[config.mk]
export PLATFORM = sky130hd
export DESIGN_NAME = cec_pulse_width_frame_receiver_top
export DESIGN_NICKNAME = d
export VERILOG_FILES = /design/src/cpwfr_pkg.sv /design/src/cpwfr_frame_mem.sv /design/src/cec_pulse_width_frame_receiver_top.sv
export VERILOG_INCLUDE_DIRS = /design/src /design/src/src
export SDC_FILE = /design/constraint.sdc
export NUM_CORES = 1
export LEC_CHECK = 0
export ABC_AREA = 1
export ABC_CLOCK_PERIOD_IN_PS = 3100
export CORE_ASPECT_RATIO = 2
export CORE_MARGIN = 5
export CORE_UTILIZATION = 50
export CTS_CLUSTER_DIAMETER = 200
export DETAILED_ROUTE_END_ITERATION = 8
export DONT_BUFFER_PORTS = 1
export HOLD_SLACK_MARGIN = 0.12
export SLEW_MARGIN = 20
export SYNTH_ARGS = -nofsm -noshare
export SYNTH_HDL_FRONTEND = slang
export SYNTH_HIERARCHICAL = 1
export SYNTH_SLANG_ARGS = --single-unit
[constraint.sdc]
create_clock -name clk -period 3.1 [get_ports clk]
set_input_delay 0.62 -clock clk [delete_from_list [all_inputs] [get_ports clk]]
set_output_delay 0.62 -clock clk [all_outputs]
set_load 0.03 [all_outputs]
[src/assert_macros.svh]
// shared assertion macros, clocked on clk and held off during reset
`ifndef ASSERT_MACROS_SVH
`define ASSERT_MACROS_SVH

// condition holds at every clock edge
`define ASSERT_ALWAYS(lbl, cond, msg) \
  lbl: assert property (@(posedge clk) disable iff (!rst_n) (cond)) else $error(msg);

// same-cycle implication
`define ASSERT_IMPLY(lbl, ante, cons, msg) \
  lbl: assert property (@(posedge clk) disable iff (!rst_n) (ante) |-> (cons)) else $error(msg);

// next-cycle implication
`define ASSERT_NEXT(lbl, ante, cons, msg) \
  lbl: assert property (@(posedge clk) disable iff (!rst_n) (ante) |=> (cons)) else $error(msg);

`endif

[src/cpwfr_pkg.sv]
`timescale 1ns / 1ps
`default_nettype none
package cpwfr_pkg;

  localparam int BYTE_W = 8;
  typedef logic [BYTE_W-1:0] byte_t;

  // result kinds
  typedef logic [1:0] kind_t;
  localparam kind_t KIND_ACTIVITY = 2'd0;
  localparam kind_t KIND_DRIVE_ACK = 2'd1;
  localparam kind_t KIND_CONFIRM = 2'd2;
  localparam kind_t KIND_BYTE = 2'd3;

  // frame phase codes
  typedef logic [2:0] phase_t;
  localparam phase_t PH_IDLE = 3'd0;
  localparam phase_t PH_BYTE = 3'd1;
  localparam phase_t PH_EOM = 3'd2;
  localparam phase_t PH_ACK = 3'd3;
  localparam phase_t PH_EOM_ACK = 3'd4;

  // configuration register indexes
  localparam int CFG_IDX_W = 3;
  localparam int CFG_DATA_W = 14;
  typedef logic [CFG_IDX_W-1:0] cfg_idx_t;
  localparam cfg_idx_t CFG_OWN_ADDRESS = 3'd0;
  localparam cfg_idx_t CFG_MONITOR = 3'd1;
  localparam cfg_idx_t CFG_PROMISC = 3'd2;
  localparam cfg_idx_t CFG_GLITCH_MAX = 3'd3;
  localparam cfg_idx_t CFG_ONE_MAX = 3'd4;
  localparam cfg_idx_t CFG_START_MIN = 3'd5;

  // reset values of the configuration
  localparam logic [3:0] OWN_ADDRESS_RST = 4'd4;
  localparam logic [9:0] GLITCH_MAX_RST = 10'd80;
  localparam logic [10:0] ONE_MAX_RST = 11'd800;
  localparam logic [13:0] START_MIN_RST = 14'd3500;

  localparam logic [3:0] ADDR_BROADCAST = 4'hF;

endpackage
`default_nettype wire

[src/cpwfr_frame_mem.sv]
`timescale 1ns / 1ps
`default_nettype none
module cpwfr_frame_mem #(
  parameter int DEPTH = 16,
  parameter int AW = 4
) (
  input  wire logic            clk,
  input  wire logic            wr_en,
  input  wire logic [AW-1:0]   wr_addr,
  input  wire cpwfr_pkg::byte_t wr_data,
  input  wire logic            rd_en,
  input  wire logic [AW-1:0]   rd_addr,
  output cpwfr_pkg::byte_t     rd_data
);

  cpwfr_pkg::byte_t store_mem [DEPTH];
  cpwfr_pkg::byte_t rd_data_r;

  always_ff @(posedge clk) begin
    if (wr_en) begin
      store_mem[wr_addr] <= wr_data;
    end
  end

  // read data holds while rd_en is low
  always_ff @(posedge clk) begin
    if (rd_en) begin
      rd_data_r <= store_mem[rd_addr];
    end
  end

  assign rd_data = rd_data_r;

endmodule
`default_nettype wire

[src/cec_pulse_width_frame_receiver_top.sv]
`timescale 1ns / 1ps
`default_nettype none
// CEC receiver: each input word is one bus edge (level after the edge and a wrapping
// microsecond timestamp). A falling edge passes the fall state, which emits an activity
// start and then a drive-ack request when due. A rising edge measures and classifies
// the low pulse; a block confirm adds the confirm state, and a delivered frame adds the
// deliver state, which hands out each stored byte, read back from the frame store at one
// byte per cycle while the output register is free, through its registered read port.
// The next edge is taken once the current one is done and its last result, if any, sits
// in the output register. Results wait in a single output register. The frame store
// needs no clearing pass after reset: only bytes below the fill count are ever read.
module cec_pulse_width_frame_receiver_top #(
  parameter int FRAME_BYTES = 16
) (
  input  wire logic        clk,
  input  wire logic        rst_n,
  input  wire logic        in_valid,
  output logic             in_ready,
  input  wire logic        in_line_level,
  input  wire logic [31:0] in_time_us,
  output logic             out_valid,
  input  wire logic        out_ready,
  output logic [1:0]       out_kind,
  output logic             out_eom_bit,
  output logic             out_ack_bit,
  output logic [7:0]       out_data_byte,
  output logic             out_last,
  input  wire logic        cfg_wr_en,
  input  wire logic [2:0]  cfg_index,
  input  wire logic [13:0] cfg_wdata
);

  `include "assert_macros.svh"

  localparam int AW = (FRAME_BYTES > 1) ? $clog2(FRAME_BYTES) : 1;
  localparam int BC_W = $clog2(FRAME_BYTES + 1);
  localparam logic [BC_W-1:0] BC_FULL = BC_W'(FRAME_BYTES);

  localparam logic [2:0] ST_IDLE = 3'd0;
  localparam logic [2:0] ST_FALL = 3'd1;
  localparam logic [2:0] ST_CLASS = 3'd2;
  localparam logic [2:0] ST_CONF = 3'd3;
  localparam logic [2:0] ST_DLV = 3'd4;

  // configuration
  logic [3:0]  own_addr_r;
  logic        monitor_r;
  logic        promisc_r;
  logic [9:0]  glitch_max_r;
  logic [10:0] one_max_r;
  logic [13:0] start_min_r;

  always_ff @(posedge clk) begin
    if (!rst_n) begin
      own_addr_r   <= cpwfr_pkg::OWN_ADDRESS_RST;
      monitor_r    <= 1'b0;
      promisc_r    <= 1'b0;
      glitch_max_r <= cpwfr_pkg::GLITCH_MAX_RST;
      one_max_r    <= cpwfr_pkg::ONE_MAX_RST;
      start_min_r  <= cpwfr_pkg::START_MIN_RST;
    end else if (cfg_wr_en) begin
      unique case (cfg_index)
        cpwfr_pkg::CFG_OWN_ADDRESS: own_addr_r <= cfg_wdata[3:0];
        cpwfr_pkg::CFG_MONITOR:     monitor_r <= cfg_wdata[0];
        cpwfr_pkg::CFG_PROMISC:     promisc_r <= cfg_wdata[0];
        cpwfr_pkg::CFG_GLITCH_MAX:  glitch_max_r <= cfg_wdata[9:0];
        cpwfr_pkg::CFG_ONE_MAX:     one_max_r <= cfg_wdata[10:0];
        cpwfr_pkg::CFG_START_MIN:   start_min_r <= cfg_wdata;
        default: ;
      endcase
    end
  end

  // control and frame state
  logic [2:0]            state_r, state_nxt;
  cpwfr_pkg::phase_t     phase_r, phase_nxt;
  logic [2:0]            bit_cnt_r, bit_cnt_nxt;
  cpwfr_pkg::byte_t      shift_r, shift_nxt;
  logic [BC_W-1:0]       byte_cnt_r, byte_cnt_nxt;
  logic [3:0]            dest_r, dest_nxt;
  logic [31:0]           fall_time_r, fall_time_nxt;
  logic                  ack_pend_r, ack_pend_nxt;
  logic                  act_req_r, act_req_nxt;
  logic                  drv_req_r, drv_req_nxt;
  logic                  conf_eom_r, conf_eom_nxt;
  logic                  conf_ack_r, conf_ack_nxt;
  logic [31:0]           dur_r, dur_nxt;
  logic [AW-1:0]         rd_idx_r, rd_idx_nxt;

  // output register
  logic                  out_valid_r;
  cpwfr_pkg::kind_t      out_kind_r;
  logic                  out_eom_r, out_ack_r, out_last_r;
  cpwfr_pkg::byte_t      out_data_r;

  // load request into the output register
  logic                  emit;
  cpwfr_pkg::kind_t      emit_kind;
  logic                  emit_eom, emit_ack, emit_last;
  cpwfr_pkg::byte_t      emit_data;

  // frame store ports
  logic                  mem_we, mem_re;
  logic [AW-1:0]         mem_waddr, mem_raddr;
  cpwfr_pkg::byte_t      mem_wdata, mem_rdata;

  logic                  slot_free;
  logic                  is_glitch, is_start, bit_v;
  logic [3:0]            hdr_dest;
  logic                  deliver, is_last;
  cpwfr_pkg::byte_t      shift_in;

  assign slot_free = !out_valid_r || out_ready;
  assign in_ready  = (state_r == ST_IDLE);

  assign is_glitch = dur_r < {22'd0, glitch_max_r};
  assign is_start  = dur_r > {18'd0, start_min_r};
  assign bit_v     = dur_r <= {21'd0, one_max_r};
  assign shift_in  = {shift_r[6:0], bit_v};
  // header destination; the low nibble of byte 0 of the store is mirrored in dest_r
  assign hdr_dest  = (byte_cnt_r != '0) ? dest_r : 4'd0;
  assign deliver   = promisc_r || (hdr_dest == cpwfr_pkg::ADDR_BROADCAST)
                     || (hdr_dest == own_addr_r);
  assign is_last   = (BC_W'(rd_idx_r) + BC_W'(1)) == byte_cnt_r;

  always_comb begin
    state_nxt     = state_r;
    phase_nxt     = phase_r;
    bit_cnt_nxt   = bit_cnt_r;
    shift_nxt     = shift_r;
    byte_cnt_nxt  = byte_cnt_r;
    dest_nxt      = dest_r;
    fall_time_nxt = fall_time_r;
    ack_pend_nxt  = ack_pend_r;
    act_req_nxt   = act_req_r;
    drv_req_nxt   = drv_req_r;
    conf_eom_nxt  = conf_eom_r;
    conf_ack_nxt  = conf_ack_r;
    dur_nxt       = dur_r;
    rd_idx_nxt    = rd_idx_r;
    emit          = 1'b0;
    emit_kind     = cpwfr_pkg::KIND_ACTIVITY;
    emit_eom      = 1'b0;
    emit_ack      = 1'b0;
    emit_last     = 1'b0;
    emit_data     = '0;
    mem_we        = 1'b0;
    mem_waddr     = byte_cnt_r[AW-1:0];
    mem_wdata     = shift_in;
    mem_re        = 1'b0;
    mem_raddr     = '0;

    unique case (state_r)
      ST_IDLE: begin
        if (in_valid) begin
          if (!in_line_level) begin
            fall_time_nxt = in_time_us;
            act_req_nxt   = (phase_r == cpwfr_pkg::PH_IDLE)
                            || (phase_r > cpwfr_pkg::PH_EOM_ACK);
            drv_req_nxt   = ack_pend_r && !monitor_r;
            if (ack_pend_r && !monitor_r) begin
              ack_pend_nxt = 1'b0;
            end
            state_nxt = ST_FALL;
          end else begin
            dur_nxt   = in_time_us - fall_time_r;
            state_nxt = ST_CLASS;
          end
        end
      end

      ST_FALL: begin
        if (!act_req_r && !drv_req_r) begin
          state_nxt = ST_IDLE;
        end else if (slot_free) begin
          emit = 1'b1;
          if (act_req_r) begin
            emit_kind   = cpwfr_pkg::KIND_ACTIVITY;
            act_req_nxt = 1'b0;
            if (!drv_req_r) begin
              state_nxt = ST_IDLE;
            end
          end else begin
            emit_kind   = cpwfr_pkg::KIND_DRIVE_ACK;
            drv_req_nxt = 1'b0;
            state_nxt   = ST_IDLE;
          end
        end
      end

      ST_CLASS: begin
        state_nxt = ST_IDLE;
        priority if (is_glitch) begin
          // too short to be a bit
        end else if (is_start) begin
          phase_nxt    = cpwfr_pkg::PH_BYTE;
          bit_cnt_nxt  = '0;
          shift_nxt    = '0;
          byte_cnt_nxt = '0;
          ack_pend_nxt = 1'b0;
        end else begin
          unique case (phase_r)
            cpwfr_pkg::PH_BYTE: begin
              if (bit_cnt_r == 3'd7) begin
                if (byte_cnt_r < BC_FULL) begin
                  mem_we       = 1'b1;
                  byte_cnt_nxt = byte_cnt_r + BC_W'(1);
                  if (byte_cnt_r == '0) begin
                    dest_nxt = shift_in[3:0];
                  end
                end
                bit_cnt_nxt = '0;
                shift_nxt   = '0;
                phase_nxt   = cpwfr_pkg::PH_EOM;
              end else begin
                shift_nxt   = shift_in;
                bit_cnt_nxt = bit_cnt_r + 3'd1;
              end
            end
            cpwfr_pkg::PH_EOM: begin
              if (hdr_dest != cpwfr_pkg::ADDR_BROADCAST && hdr_dest == own_addr_r) begin
                ack_pend_nxt = 1'b1;
              end
              phase_nxt = bit_v ? cpwfr_pkg::PH_EOM_ACK : cpwfr_pkg::PH_ACK;
            end
            cpwfr_pkg::PH_ACK: begin
              conf_eom_nxt = 1'b0;
              conf_ack_nxt = bit_v;
              phase_nxt    = cpwfr_pkg::PH_BYTE;
              state_nxt    = ST_CONF;
            end
            cpwfr_pkg::PH_EOM_ACK: begin
              conf_eom_nxt = 1'b1;
              conf_ack_nxt = bit_v;
              state_nxt    = ST_CONF;
            end
            default: ;
          endcase
        end
      end

      ST_CONF: begin
        if (slot_free) begin
          emit      = 1'b1;
          emit_kind = cpwfr_pkg::KIND_CONFIRM;
          emit_eom  = conf_eom_r;
          emit_ack  = conf_ack_r;
          state_nxt = ST_IDLE;
          if (conf_eom_r) begin
            if (deliver && byte_cnt_r != '0) begin
              // prefetch the header byte
              mem_re     = 1'b1;
              mem_raddr  = '0;
              rd_idx_nxt = '0;
              state_nxt  = ST_DLV;
            end else begin
              phase_nxt    = cpwfr_pkg::PH_IDLE;
              bit_cnt_nxt  = '0;
              shift_nxt    = '0;
              byte_cnt_nxt = '0;
              ack_pend_nxt = 1'b0;
            end
          end
        end
      end

      ST_DLV: begin
        if (slot_free) begin
          emit      = 1'b1;
          emit_kind = cpwfr_pkg::KIND_BYTE;
          emit_data = mem_rdata;
          emit_last = is_last;
          if (is_last) begin
            phase_nxt    = cpwfr_pkg::PH_IDLE;
            bit_cnt_nxt  = '0;
            shift_nxt    = '0;
            byte_cnt_nxt = '0;
            ack_pend_nxt = 1'b0;
            state_nxt    = ST_IDLE;
          end else begin
            mem_re     = 1'b1;
            mem_raddr  = rd_idx_r + AW'(1);
            rd_idx_nxt = rd_idx_r + AW'(1);
          end
        end
      end

      default: state_nxt = ST_IDLE;
    endcase
  end

  always_ff @(posedge clk) begin
    if (!rst_n) begin
      state_r     <= ST_IDLE;
      phase_r     <= cpwfr_pkg::PH_IDLE;
      bit_cnt_r   <= '0;
      shift_r     <= '0;
      byte_cnt_r  <= '0;
      fall_time_r <= '0;
      ack_pend_r  <= 1'b0;
      act_req_r   <= 1'b0;
      drv_req_r   <= 1'b0;
      out_valid_r <= 1'b0;
    end else begin
      state_r     <= state_nxt;
      phase_r     <= phase_nxt;
      bit_cnt_r   <= bit_cnt_nxt;
      shift_r     <= shift_nxt;
      byte_cnt_r  <= byte_cnt_nxt;
      fall_time_r <= fall_time_nxt;
      ack_pend_r  <= ack_pend_nxt;
      act_req_r   <= act_req_nxt;
      drv_req_r   <= drv_req_nxt;
      if (emit) begin
        out_valid_r <= 1'b1;
      end else if (out_ready) begin
        out_valid_r <= 1'b0;
      end
    end
  end

  always_ff @(posedge clk) begin
    dest_r     <= dest_nxt;
    conf_eom_r <= conf_eom_nxt;
    conf_ack_r <= conf_ack_nxt;
    dur_r      <= dur_nxt;
    rd_idx_r   <= rd_idx_nxt;
    if (emit) begin
      out_kind_r <= emit_kind;
      out_eom_r  <= emit_eom;
      out_ack_r  <= emit_ack;
      out_data_r <= emit_data;
      out_last_r <= emit_last;
    end
  end

  // writes happen only while classifying and reads only in the confirm and deliver states,
  // so the two ports never touch the same entry in one cycle
  cpwfr_frame_mem #(
    .DEPTH (FRAME_BYTES),
    .AW    (AW)
  ) u_frame_mem (
    .clk     (clk),
    .wr_en   (mem_we),
    .wr_addr (mem_waddr),
    .wr_data (mem_wdata),
    .rd_en   (mem_re),
    .rd_addr (mem_raddr),
    .rd_data (mem_rdata)
  );

  assign out_valid     = out_valid_r;
  assign out_kind      = out_kind_r;
  assign out_eom_bit   = out_eom_r;
  assign out_ack_bit   = out_ack_r;
  assign out_data_byte = out_data_r;
  assign out_last      = out_last_r;

  `ASSERT_ALWAYS(a_byte_cnt_cap, byte_cnt_r <= BC_FULL, "byte count above capacity")
  `ASSERT_IMPLY(a_rd_in_range, state_r == ST_DLV, BC_W'(rd_idx_r) < byte_cnt_r, "read past fill")
  `ASSERT_IMPLY(a_no_rw_overlap, mem_we, state_r == ST_CLASS && !mem_re, "store write outside classify")
  `ASSERT_NEXT(a_read_consumed, mem_re, state_r == ST_DLV, "prefetched byte not delivered")
  `ASSERT_IMPLY(a_last_is_byte, out_valid_r && out_last_r, out_kind_r == cpwfr_pkg::KIND_BYTE, "last flag on non-byte word")

endmodule
`default_nettype wire

==> key figures <==
Synth
  • Largest area contributor in the netlist: edfxtp_1
  • Async set-reset flop share out of synthesis: 0
  • Commonest cells in the netlist: 378 x nand2_1, 261 x inv_1, 191 x edfxtp_1
  • Post-synth EDFFs: 191
  • Register area share after synthesis: 0.5209
  • Syn Area/Cell: 8.606 sq um
  • Main synth FF type: edfxtp_1
  • Flop and latch count out of synthesis: 289
  • Syn Inst Count: 1,717
  • Synth unique cells: 48
  • Top-count cell post-synth: nand2_1
  • Mapped Area: 14,780 sq um
  • YS warnings: 6
  • Top cells by area, synth: edfxtp_1 39%, dfxtp_1 13%, nand2_1 9.6%
  • Area fraction of the dominant cell type after synthesis: 0.3881
  • Synth Net Count: 1,844

Clock network
  • CTS tree: yes
  • TritonCTS Buffers: 26
  • Max Buffers Root-to-Sink: 3
  • H-tree Lvls: 1
  • Clock sinks: 289
  • Clock-pin transition on the worst setup and hold timing paths: 0.07 ns
  • Worst skew pair latency: 0.54 ns
  • Hold Buf Count CTS: 0
  • Clock Tree Root: clkbuf_16

Flow run
  • Maxcap violations: 0

Floorplanning
  • Die height: 253.1 microns
  • IO Pins: 70
  • Die area: 33,300 sq um
  • Core area: 29,400 sq um
  • Die extent in x: 131.6 microns
  • Std-Cell Rows: 89
  • Initial core utilization: 0.5026

Global routing
  • Initial antenna violation count: 0
  • GRT overflow: 0
  • GRT Overall Usage: 0.2263
  • Vias in the first global route: 11,530
  • Largest net degree at the start of global routing: 90
  • First-pass GRT wire length: 59.63 mm

Hold path
  • Worst hold start: rst_n
  • Worst Hold Class: in -> reg

Layout
  • Share of cells above drive strength 1: 0.07208
  • Layout area overhead: 10.31%
  • Final net count: 1,869
  • Antenna cells: 0

Timing
  • Final Hold Vio Count: 0
  • Pins Over Slew Limit: 0
  • Min Tclk post-route: 2.835 ns
  • Relative slew slack: 0.2882
  • Fmax: 0.3527 GHz
  • Slew at the pin closest to its max-slew limit: 1.066 ns
  • Period utilization: 0.9146
  • RSZ-0062 raised after global routing: false
  • Clock skew: 0.01361 ns
  • Hold slack: 0.1880 ns
  • Setup Total Neg Slack: 0 ns
  • Final Setup Violations: 0

Detailed routing
  • WL per Instance: 17.71 microns
  • Vias after detailed routing: 11,290
  • Via/cell ratio: 5.309
  • Detail Route Antenna Nets: 0
  • Initial drt markers: 447
  • Drt first pass iters: 5
  • Drt total wl: 37.66 mm
  • Detailed-route DRC error count: 0

Critical path
  • Crit path kind: reg -> reg
  • Critical-path maximum fanout: 7
  • Crit path from: dur_r[5]
  • Crit path DAT: 3.09 ns
  • CP required: 3.36 ns
  • Crit path launch type: flip-flop
  • Crit. End Element: flip-flop
  • Worst reg2reg startpoint: dur_r[5]

Power and ir drop
  • Pwr per Cell Area: 699.5 nW/um^2
  • Worst VDD drop: 0.0004994 V
  • Lkg Pwr: 6.917 nW

Place
  • Post-DP HPWL: 28.36 mm
  • Port Buffers: 0
  • GPL Wtd Cong: 0.9803

Run status
  • Status: complete, no violations
-- cells by family after synthesis --
group,synth area share
buf+inv,0.08645
fa+ha+maj,0.06147
flops,0.5209
xor+xnor,0.01719
simple gates,0.2140
compound gates,0.1000
-- layout by cell type (no fill, tap or decap), types with 6 or more instances in the layout --
| master | instances |
|---|---|
| nand2_1 | 378 |
| inv_1 | 261 |
| edfxtp_1 | 191 |
| nor2_1 | 159 |
| nand3_1 | 132 |
| a21oi_1 | 121 |
| o21ai_0 | 99 |
| dfxtp_1 | 98 |
| ha_1 | 71 |
| buf_4 | 41 |
| clkbuf_16 | 27 |
| xor2_1 | 21 |
| nand4_1 | 15 |
| nor3_1 | 12 |
| nand2_2 | 11 |
| o21ai_1 | 10 |
| o211ai_1 | 10 |
| o21a_1 | 9 |
| xnor2_1 | 8 |
| nor2_2 | 6 |
| clkinv_2 | 6 |
-- what timing repair did --
| action | in CTS | in global routing |
|---|---|---|
| gates resized for setup | 0 | 1 |
| setup endpoints to repair | 0 | 6 |
| buffers inserted | 0 | 0 |
-- path summary, 6_finish.rpt --
kind | to | slack (ns) | cells after the start
hold / removal | own_addr_r[2] | 0.19 | 1
setup reg to reg | dest_r[2] | 0.26 | 11
hold reg to reg | fall_time_r[5] | 0.45 | 2
setup / recovery | dest_r[2] | 0.26 | 11
-- stage by stage --
stage	setup slack, ns	instances	utilization	area, sq um	total power, mW
after floorplan	0.3016	1717	-	14780	7.060
after global placement	0.1419	2078	0.5225	15360	7.921
after detailed placement	0.1313	2078	0.5225	15360	7.984
after CTS	0.2613	2126	0.5544	16300	11.51
after global routing	0.04148	2126	0.5545	16300	12.06
final	0.2646	2126	0.5545	16300	11.40
-- critical path, stage by stage (launching register included) --
cell	delay (ns)
edfxtp_1	0.43
ha_1	0.32
a21oi_1	0.23
o21a_1	0.16
nand2_1	0.07
nand2_1	0.07
nand3_1	0.11
nand2_2	0.15
nand3_1	0.11
buf_4	0.19
nor4_1	0.46
buf_4	0.25
-- power by group --
group	total [mW]	internal [mW]	switching, mW
Clock	3.52	2.08	1.44
Combinational	2.75	0.909	1.84
Sequential	5.13	4.66	0.474
Total	11.4	7.65	3.75
-- per-layer routing --
layer,vias to the layer above,share of wire,GRT usage
met1,5214,0.31,0.1988
met4,0,0.055,0.1236
met2,253,0.60,0.4780
met5,-,0,0
li1,5706,-,-
met3,113,0.032,0.02445
-- flip-flops by register name (all words and copies together) (netlist names), 8 cells and up --
| name | cells |
|---|---|
| u_frame_mem/rd_data | 8 |
| glitch_max_r | 10 |
| one_max_r | 11 |
| fall_time_r | 32 |
| u_frame_mem/store_mem | 128 |
| out_data_byte | 8 |
| start_min_r | 14 |
| dur_r | 32 |
-- final cells by class --
type,count,area [sq um]
tap,364,455.4
clock buffer,32,724.4
fill,2795,13100
clock inverter,16,212.7
multi-input combinational,1112,5817
timing repair buffer,45,387.9
inverter,268,1006
sequential,289,7697
Note: power is estimated with default switching activity, not from simulation.
